<file path="src/rtl/rtdlin_pkg.sv">
`default_nettype none

package rtdlin_pkg;

    localparam int TablePoints = 60;
    localparam int XW          = 12;
    localparam int YW          = 17;
    localparam int IdxW        = $clog2(TablePoints);
    localparam int DivW        = 11;                 // holds the y step
    localparam int CntW        = $clog2(DivW);
    localparam int ProdW       = XW + DivW;
    localparam int SumW        = ProdW + 1;

    localparam logic [YW-1:0]   YFirst = YW'(10000);
    localparam logic [YW-1:0]   YLast  = YW'(128000);
    localparam logic [DivW-1:0] YStep  = DivW'(2000);

    // Calibration points, x descending.
    localparam logic [XW-1:0] X_ROM [0:TablePoints-1] = '{
        12'd3624, 12'd3581, 12'd3534, 12'd3484, 12'd3432,
        12'd3376, 12'd3318, 12'd3256, 12'd3192, 12'd3126,
        12'd3056, 12'd2985, 12'd2911, 12'd2835, 12'd2758,
        12'd2679, 12'd2598, 12'd2517, 12'd2435, 12'd2353,
        12'd2271, 12'd2186, 12'd2106, 12'd2025, 12'd1945,
        12'd1866, 12'd1788, 12'd1711, 12'd1637, 12'd1564,
        12'd1493, 12'd1425, 12'd1358, 12'd1294, 12'd1232,
        12'd1173, 12'd1115, 12'd1060, 12'd1008, 12'd957,
        12'd909,  12'd863,  12'd819,  12'd778,  12'd738,
        12'd700,  12'd664,  12'd630,  12'd598,  12'd569,
        12'd538,  12'd511,  12'd485,  12'd460,  12'd437,
        12'd415,  12'd394,  12'd374,  12'd355,  12'd337
    };

    typedef enum logic [2:0] {
        ST_IDLE,
        ST_SEARCH,
        ST_DIVIDE,
        ST_MULT,
        ST_SUM,
        ST_DONE
    } state_t;

    typedef struct packed {
        logic load;
        logic step;
        logic div_init;
        logic div_step;
        logic mult;
        logic sum;
    } cmd_t;

    typedef struct packed {
        logic bad;
        logic found;
        logic div_last;
    } status_t;

endpackage

`default_nettype wire

</file>
<file path="src/rtl/rtd_temperature_linearizer.sv">
// Channel   Ports                              Handshake
// input     adc_code, input_invalid            start & !busy at clk rise
// result    temperature, valid_res             done, one cycle, no backpressure
//
// In-range word: accept runs the one-point-per-cycle table walk, then the
// 11-step serial divider, the multiply, the sum and done. Out-of-range or
// invalid word: the search goes straight to the sum and then to done.
// busy is low only in idle, so a new word is taken the cycle after done.
// Reset (rst_n low, async) returns the controller to idle; no pass is needed.
// Results cannot be stalled: done is a single-cycle strobe.
`default_nettype none

module rtd_temperature_linearizer (
    input  wire logic                         clk,
    input  wire logic                         rst_n,
    input  wire logic                         start,
    output logic                              busy,
    input  wire logic [rtdlin_pkg::XW-1:0]    adc_code,
    input  wire logic                         input_invalid,
    output logic                              done,
    output logic [rtdlin_pkg::YW-1:0]         temperature,
    output logic                              valid_res
);

    // controller <-> datapath
    rtdlin_pkg::cmd_t    cmd;
    rtdlin_pkg::status_t status;

    rtdlin_ctrl u_ctrl (
        .clk    (clk),
        .rst_n  (rst_n),
        .start  (start),
        .status (status),
        .cmd    (cmd),
        .busy   (busy),
        .done   (done)
    );

    // table walk, divider, multiplier and result registers
    rtdlin_dp u_dp (
        .clk           (clk),
        .cmd           (cmd),
        .adc_code      (adc_code),
        .input_invalid (input_invalid),
        .status        (status),
        .temperature   (temperature),
        .valid_res     (valid_res)
    );

endmodule

`default_nettype wire

</file>
<file path="src/rtl/rtdlin_ctrl.sv">
`default_nettype none

module rtdlin_ctrl (
    input  wire logic              clk,
    input  wire logic              rst_n,
    input  wire logic              start,
    input  wire rtdlin_pkg::status_t status,
    output rtdlin_pkg::cmd_t       cmd,
    output logic                   busy,
    output logic                   done
);

    rtdlin_pkg::state_t state_reg;
    rtdlin_pkg::state_t state_next;

    always_ff @(posedge clk or negedge rst_n)
    begin
        if (!rst_n)
        begin
            state_reg <= rtdlin_pkg::ST_IDLE;
        end
        else
        begin
            state_reg <= state_next;
        end
    end

    always_comb
    begin
        state_next = state_reg;
        cmd        = '0;
        busy       = 1'b1;
        done       = 1'b0;
        case (state_reg)
            rtdlin_pkg::ST_IDLE:
            begin
                busy = 1'b0;
                if (start)
                begin
                    cmd.load   = 1'b1;
                    state_next = rtdlin_pkg::ST_SEARCH;
                end
            end
            rtdlin_pkg::ST_SEARCH:
            begin
                if (status.bad)
                begin
                    state_next = rtdlin_pkg::ST_SUM;
                end
                else if (status.found)
                begin
                    cmd.div_init = 1'b1;
                    state_next   = rtdlin_pkg::ST_DIVIDE;
                end
                else
                begin
                    cmd.step = 1'b1;
                end
            end
            rtdlin_pkg::ST_DIVIDE:
            begin
                cmd.div_step = 1'b1;
                if (status.div_last)
                begin
                    state_next = rtdlin_pkg::ST_MULT;
                end
            end
            rtdlin_pkg::ST_MULT:
            begin
                cmd.mult   = 1'b1;
                state_next = rtdlin_pkg::ST_SUM;
            end
            rtdlin_pkg::ST_SUM:
            begin
                cmd.sum    = 1'b1;
                state_next = rtdlin_pkg::ST_DONE;
            end
            rtdlin_pkg::ST_DONE:
            begin
                done       = 1'b1;
                state_next = rtdlin_pkg::ST_IDLE;
            end
            default:
            begin
                state_next = rtdlin_pkg::ST_IDLE;
            end
        endcase
    end

endmodule

`default_nettype wire

</file>
<file path="src/rtl/rtdlin_dp.sv">
`default_nettype none

module rtdlin_dp (
    input  wire logic                          clk,
    input  wire rtdlin_pkg::cmd_t              cmd,
    input  wire logic [rtdlin_pkg::XW-1:0]     adc_code,
    input  wire logic                          input_invalid,
    output rtdlin_pkg::status_t                status,
    output logic [rtdlin_pkg::YW-1:0]          temperature,
    output logic                               valid_res
);

    logic [rtdlin_pkg::XW-1:0]    code_reg,        code_next;
    logic                         bad_reg,         bad_next;
    logic [rtdlin_pkg::IdxW-1:0]  idx_reg,         idx_next;
    logic [rtdlin_pkg::XW-1:0]    x_prev_reg,      x_prev_next;
    logic [rtdlin_pkg::YW-1:0]    y_prev_reg,      y_prev_next;
    logic [rtdlin_pkg::XW-1:0]    divisor_reg,     divisor_next;
    logic [rtdlin_pkg::XW-1:0]    rem_reg,         rem_next;
    logic [rtdlin_pkg::DivW-1:0]  quo_reg,         quo_next;
    logic [rtdlin_pkg::CntW-1:0]  cnt_reg,         cnt_next;
    logic [rtdlin_pkg::ProdW-1:0] prod_reg,        prod_next;
    logic [rtdlin_pkg::YW-1:0]    temperature_reg, temperature_next;
    logic                         valid_reg,       valid_next;

    logic [rtdlin_pkg::XW-1:0]    x_cur;
    logic [rtdlin_pkg::XW:0]      shifted;
    logic [rtdlin_pkg::XW-1:0]    diff;
    logic [rtdlin_pkg::DivW-1:0]  slope;
    logic [rtdlin_pkg::SumW-1:0]  sum;
    logic                         ok;

    assign x_cur   = rtdlin_pkg::X_ROM[idx_reg];
    assign shifted = {rem_reg, quo_reg[rtdlin_pkg::DivW-1]};
    assign diff    = x_prev_reg - code_reg;
    assign slope   = (divisor_reg == '0) ? '0 : quo_reg;
    assign sum     = rtdlin_pkg::SumW'(y_prev_reg) + rtdlin_pkg::SumW'(prod_reg);
    assign ok      = !bad_reg
                     && (sum != rtdlin_pkg::SumW'(rtdlin_pkg::YFirst))
                     && (sum != rtdlin_pkg::SumW'(rtdlin_pkg::YLast));

    assign status.bad      = bad_reg;
    assign status.found    = code_reg > x_cur;
    assign status.div_last = cnt_reg == rtdlin_pkg::CntW'(rtdlin_pkg::DivW - 1);

    assign temperature = temperature_reg;
    assign valid_res   = valid_reg;

    always_comb
    begin
        code_next        = code_reg;
        bad_next         = bad_reg;
        idx_next         = idx_reg;
        x_prev_next      = x_prev_reg;
        y_prev_next      = y_prev_reg;
        divisor_next     = divisor_reg;
        rem_next         = rem_reg;
        quo_next         = quo_reg;
        cnt_next         = cnt_reg;
        prod_next        = prod_reg;
        temperature_next = temperature_reg;
        valid_next       = valid_reg;

        if (cmd.load)
        begin
            code_next   = adc_code;
            bad_next    = input_invalid
                          || (adc_code >= rtdlin_pkg::X_ROM[0])
                          || (adc_code <= rtdlin_pkg::X_ROM[rtdlin_pkg::TablePoints-1]);
            idx_next    = rtdlin_pkg::IdxW'(1);
            x_prev_next = rtdlin_pkg::X_ROM[0];
            y_prev_next = rtdlin_pkg::YFirst;
        end

        // walk one table point per cycle
        if (cmd.step)
        begin
            idx_next    = idx_reg + 1'b1;
            x_prev_next = x_cur;
            y_prev_next = y_prev_reg + rtdlin_pkg::YW'(rtdlin_pkg::YStep);
        end

        if (cmd.div_init)
        begin
            divisor_next = x_prev_reg - x_cur;
            rem_next     = '0;
            quo_next     = rtdlin_pkg::YStep;
            cnt_next     = '0;
        end

        // restoring division, one quotient bit per cycle
        if (cmd.div_step)
        begin
            if (shifted >= {1'b0, divisor_reg})
            begin
                rem_next = rtdlin_pkg::XW'(shifted - {1'b0, divisor_reg});
                quo_next = {quo_reg[rtdlin_pkg::DivW-2:0], 1'b1};
            end
            else
            begin
                rem_next = shifted[rtdlin_pkg::XW-1:0];
                quo_next = {quo_reg[rtdlin_pkg::DivW-2:0], 1'b0};
            end
            cnt_next = cnt_reg + 1'b1;
        end

        if (cmd.mult)
        begin
            prod_next = rtdlin_pkg::ProdW'(diff) * rtdlin_pkg::ProdW'(slope);
        end

        if (cmd.sum)
        begin
            valid_next       = ok;
            temperature_next = ok ? sum[rtdlin_pkg::YW-1:0] : '0;
        end
    end

    always_ff @(posedge clk)
    begin
        code_reg        <= code_next;
        bad_reg         <= bad_next;
        idx_reg         <= idx_next;
        x_prev_reg      <= x_prev_next;
        y_prev_reg      <= y_prev_next;
        divisor_reg     <= divisor_next;
        rem_reg         <= rem_next;
        quo_reg         <= quo_next;
        cnt_reg         <= cnt_next;
        prod_reg        <= prod_next;
        temperature_reg <= temperature_next;
        valid_reg       <= valid_next;
    end

endmodule

`default_nettype wire

</file>
<file path="config.mk">
export PLATFORM = sky130hd
export DESIGN_NAME = rtd_temperature_linearizer
export DESIGN_NICKNAME = d
export VERILOG_FILES = /design/src/rtl/rtdlin_pkg.sv /design/src/rtl/rtd_temperature_linearizer.sv /design/src/rtl/rtdlin_ctrl.sv /design/src/rtl/rtdlin_dp.sv
export SDC_FILE = /design/constraint.sdc
export NUM_CORES = 1
export LEC_CHECK = 0
export ABC_AREA = 1
export BUFFER_PORTS_ARGS = -buffer_cell sky130_fd_sc_hd__buf_2
export CAP_MARGIN = 0
export CORE_MARGIN = 2
export CORE_UTILIZATION = 40
export CTS_CLUSTER_DIAMETER = 100
export DETAILED_ROUTE_END_ITERATION = 8
export GPL_TIMING_DRIVEN = 0
export HOLD_SLACK_MARGIN = 0.06
export SLEW_MARGIN = 15
export SYNTH_ARGS = -nofsm -noshare
export SYNTH_HDL_FRONTEND = slang
export SYNTH_SLANG_ARGS = --single-unit
export TNS_END_PERCENT = 1
</file>
<file path="constraint.sdc">
create_clock -name clk -period 6.9 [get_ports clk]
set_input_delay 1.38 -clock clk [delete_from_list [all_inputs] [get_ports clk]]
set_output_delay 1.38 -clock clk [all_outputs]
set_load 0.05 [all_outputs]
</file>
==> metrics.txt <==
# TYPE chip_impl_metric gauge
chip_impl_info{name="status",value="completed"} 1
chip_impl_metric{name="gr-total-overflow",unit=""} 0
chip_impl_metric{name="number_of_hold_violations_in_the_final_report",unit=""} 0
chip_impl_metric{name="worst_setup_hold_path_clk_slew",unit="ns"} 0.06
chip_impl_metric{name="period_share",unit=""} 0.953
chip_impl_metric{name="critical_path.max_stage_delay",unit="ns"} 0.56
chip_impl_metric{name="synth_enable_flop_cells",unit=""} 124
chip_impl_info{name="timing.critical_path.slowest_stage_cell",value="fa_1"} 1
chip_impl_metric{name="reg2regPathDepth",unit=""} 25
chip_impl_metric{name="syn_to_final_growth",unit="%"} 11.9
chip_impl_metric{name="xor_xnor_portion_of_the_synthesized_cell_area",unit=""} 0.0363
chip_impl_info{name="crit-reg2reg-capture",value="u_dp.prod_reg[21]"} 1
chip_impl_metric{name="floorplan.initialDensity",unit=""} 0.403
chip_impl_metric{name="clock.fmax",unit="MHz"} 152
chip_impl_metric{name="die_span_x",unit="um"} 184
chip_impl_metric{name="largest_register_ff_count",unit=""} 23
chip_impl_info{name="startpoint_of_the_lowest_slack_hold_path",value="u_dp.quo_reg[5]"} 1
chip_impl_metric{name="gp_routability_congestion",unit=""} 0.933
chip_impl_metric{name="critical_path_required",unit="ns"} 7.07
chip_impl_info{name="whs_endpoint",value="u_dp.quo_reg[6]"} 1
chip_impl_metric{name="count_of_nets_left_with_antenna_violations_after_detail_routing",unit=""} 0
chip_impl_metric{name="pin_count",unit=""} 36
chip_impl_metric{name="die_height",unit="um"} 184
chip_impl_metric{name="antennaDiodeCount",unit=""} 0
chip_impl_metric{name="setup_viol_count_final",unit=""} 0
chip_impl_metric{name="synthesis.yosys.warnings",unit=""} 0
chip_impl_metric{name="grt_overall_usage",unit=""} 0.200
chip_impl_metric{name="clock_skew",unit="ns"} 0.0127
chip_impl_metric{name="slew_headroom",unit=""} 0.343
chip_impl_metric{name="fin_crit",unit="ns"} 6.57
chip_impl_info{name="endpoint_kind",value="register"} 1
chip_impl_metric{name="worst-slew-pin-transition",unit="ns"} 0.982
chip_impl_metric{name="cts_made_buffers",unit=""} 17
chip_impl_metric{name="placed_instances",unit=""} 2087
chip_impl_metric{name="cts.sink_count",unit=""} 127
chip_impl_metric{name="dr.pass1.iters",unit=""} 7
chip_impl_metric{name="remaining_drc_errors",unit=""} 0
chip_impl_metric{name="coreArea",unit="um^2"} 32300
chip_impl_info{name="worstHoldPathType",value="reg2reg"} 1
chip_impl_metric{name="hold_depth",unit=""} 2
chip_impl_metric{name="ys_seq_elements",unit=""} 127
chip_impl_metric{name="post_synth_mux_area_share",unit=""} 0
chip_impl_info{name="netlist_top_cells_area",value="edfxtp_1 29%, fa_1 14%, ha_1 13%, inv_1 8.7%, nand2_1 8.7%"} 1
chip_impl_metric{name="final_cell_area_excluding_filler_cells",unit="um^2"} 14600
chip_impl_metric{name="synthesis.instances",unit=""} 1605
chip_impl_metric{name="finalMaxSlewViolations",unit=""} 0
chip_impl_metric{name="floorplan.die_area",unit="um^2"} 34000
chip_impl_metric{name="route.final.wire_length",unit="um"} 31800
chip_impl_metric{name="finish.utilization",unit=""} 0.451
chip_impl_info{name="worstSetupStartpointType",value="register"} 1
chip_impl_metric{name="clock_latency",unit="ns"} 0.44
chip_impl_metric{name="finish.net_count",unit=""} 1915
chip_impl_metric{name="post_synth.cell_area_avg",unit="um^2"} 8.11
chip_impl_metric{name="synth_compound_gate_area_share",unit=""} 0.0936
chip_impl_metric{name="asyncSetResetFlopFracSynth",unit=""} 0.0236
chip_impl_metric{name="fin_worst_hold_slack",unit="ns"} 0.535
chip_impl_metric{name="grt_pass1_vias",unit=""} 10700
chip_impl_info{name="timing.critical_path.max_delay_family",value="adder cells"} 1
chip_impl_metric{name="cp_max_fo",unit=""} 7
chip_impl_metric{name="r2r_setup_slack",unit="ns"} 0.33
chip_impl_info{name="largest_area_contributor_in_the_netlist",value="edfxtp_1"} 1
chip_impl_metric{name="fillCellCount",unit=""} 3226
chip_impl_metric{name="cts_htree_levels",unit=""} 4
chip_impl_metric{name="post_synth_fa_ha_maj_area_fraction",unit=""} 0.273
chip_impl_metric{name="postSynthNetCount",unit=""} 1849
chip_impl_metric{name="detailroute.via_count",unit=""} 10800
chip_impl_metric{name="yosys.cell_types.count",unit=""} 47
chip_impl_metric{name="cts-root-to-sink-buffers",unit=""} 2
chip_impl_metric{name="cp.arrival",unit="ns"} 6.75
chip_impl_metric{name="finalNonFillerCells",unit=""} 2126
chip_impl_metric{name="place_area",unit="um^2"} 13800
chip_impl_metric{name="wl_per_cell",unit="um"} 15.0
chip_impl_info{name="timing.rr.start",value="u_dp.x_prev_reg[2]"} 1
chip_impl_info{name="critical-path-top-cell-by-count",value="fa_1"} 1
chip_impl_metric{name="ys_seq_area_frac",unit=""} 0.292
chip_impl_info{name="synth_top_family_by_area",value="adder cells"} 1
chip_impl_info{name="tritoncts_clock_tree",value="done"} 1
chip_impl_info{name="worst-setup-path-type",value="reg2reg"} 1
chip_impl_metric{name="initialDrtViolationCount",unit=""} 720
chip_impl_metric{name="synth_simple_gate_area_frac",unit=""} 0.207
chip_impl_metric{name="port_buffers",unit=""} 35
chip_impl_metric{name="antenna_found_initial",unit=""} 0
chip_impl_metric{name="synth.cell_area",unit="um^2"} 13000
chip_impl_metric{name="drv_cap",unit=""} 0
chip_impl_metric{name="vias_per_cell",unit=""} 5.08
chip_impl_metric{name="yosys.area.top_type_share",unit=""} 0.286
chip_impl_metric{name="fraction_of_layout_instances_using_a_drive_strength_above_1",unit=""} 0.0766
chip_impl_info{name="primary_ff_master_synth",value="edfxtp_1"} 1
chip_impl_info{name="clock-root-buffer",value="clkbuf_16"} 1
chip_impl_metric{name="row_count",unit=""} 66
chip_impl_metric{name="grt_start_max_net_pins",unit=""} 25
chip_impl_metric{name="grt_first_pass_wirelength",unit="um"} 53200
chip_impl_metric{name="cp.buffers_inverters",unit=""} 4
chip_impl_metric{name="detailed_place_hpwl",unit="um"} 25500
[area by class of cell]
type / instances / area (um^2) / share of cell area
well taps: 442 / 553 / 0.0380
inverters: 310 / 1160 / 0.0799
clock inverters: 14 / 173 / 0.0119
plain buffers: 26 / 116 / 0.00799
multi-input cells: 1142 / 8030 / 0.551
repair buffers: 47 / 302 / 0.0207
flip-flops and latches: 127 / 3800 / 0.261
clock buffers: 18 / 429 / 0.0295
[Yosys cell counts (3+ instances only)]
master and number:
o211ai_1 10, nand2_1 300, edfxtp_1 124, xnor2_1 18, nor2_1 194, a31oi_1 4, nand4_1 15, o2111ai_1 4
dfrtp_1 3, o21bai_1 6, ha_1 135, o21ai_1 4, inv_2 3, nand3_1 77, o21ai_0 66, and2_1 3
o31ai_1 5, a21oi_1 93, fa_1 93, nand2_2 7, or2_2 9, nand3b_1 3, buf_2 5, a211oi_1 4
nor3_1 19, inv_1 302, xor2_1 36, nor2_2 11, clkbuf_1 19, clkinv_1 5, nor4_1 4
[stage by stage]
| step | setup slack, ns | TNS, ns |
|---|---|---|
| floorplan | 0.931 | 0 |
| global placement | -0.230 | -6.16 |
| detailed placement | -0.0330 | -0.0330 |
| CTS | 0.0762 | 0 |
| global route | -0.00479 | -0.00892 |
| finish | 0.327 | 0 |
[worst register-to-register path, delay by kind of cell, from the launching register on]
family                     cells  cell delay (ns)
AOI/OAI and AO/OA              4             1.05
xor gates and xnor gates       1             0.11
adders and majority gates      7             3.38
buffers and inverters          4             0.34
DFF                            1             0.43
and+or+nand+nor                9             0.98
[layer usage]
layer,vias to the layer above,wire length (um),track usage
met5,-,0,0
met1,5076,14400,0.259
met3,74,1690,0.0387
li1,5328,-,-
met4,0,899,0.0688
met2,318,14900,0.333
[cell usage in the layout (no fill, tap or decap), types with 3 or more instances in the layout]
cell type,instances
buf_4,9
nand2_2,8
o21ai_1,3
nor4_1,4
o21bai_1,6
clkinv_1,8
buf_2,40
nand4_1,15
nor2_2,12
o31ai_1,5
clkinv_2,5
inv_1,301
dfrtp_1,3
bufinv_16,4
nor2_1,193
o211ai_1,10
xor2_1,32
nand3b_1,3
nor3_1,18
o21ai_0,64
xor2_2,3
or2_2,9
and2_1,3
ha_1,135
a21oi_1,93
fa_1,93
xnor2_1,17
a211oi_1,3
nand2_1,299
clkbuf_1,19
edfxtp_1,124
o2111ai_1,4
inv_2,4
clkbuf_16,17
nand3_1,77
a31oi_1,4
[worst max-delay path by stage]
stage	end	startpoint	cells after the start
floorplan	u_dp.prod_reg[19]	u_dp.x_prev_reg[1]	26
global placement	u_dp.rem_reg[6]	u_dp.idx_reg[0]	15
detailed placement	u_dp.prod_reg[19]	u_dp.code_reg[0]	21
CTS	u_dp.prod_reg[19]	u_dp.x_prev_reg[2]	23
global route	u_dp.prod_reg[16]	u_dp.code_reg[0]	24
finish	u_dp.prod_reg[21]	u_dp.x_prev_reg[2]	25
[repair_timing]
item | in CTS | in global routing
resized for setup | 3 | 9
setup endpoints to repair | 1 | 10
hold buffers | 0 | 0
setup buffers | 0 | 7
pin swaps | 0 | 3
[kinds of logic (layout without fill, tap and decap cells)]
logic type	count (synthesis)	count (layout)
compound gates	215	215
xor+xnor	54	54
flops	127	127
simple gates	645	645
fa+ha+maj	228	228
buf+inv	336	415
Power is not shown: default switching activity piles up to over one toggle a cycle in this logic, so the estimate is an artifact.
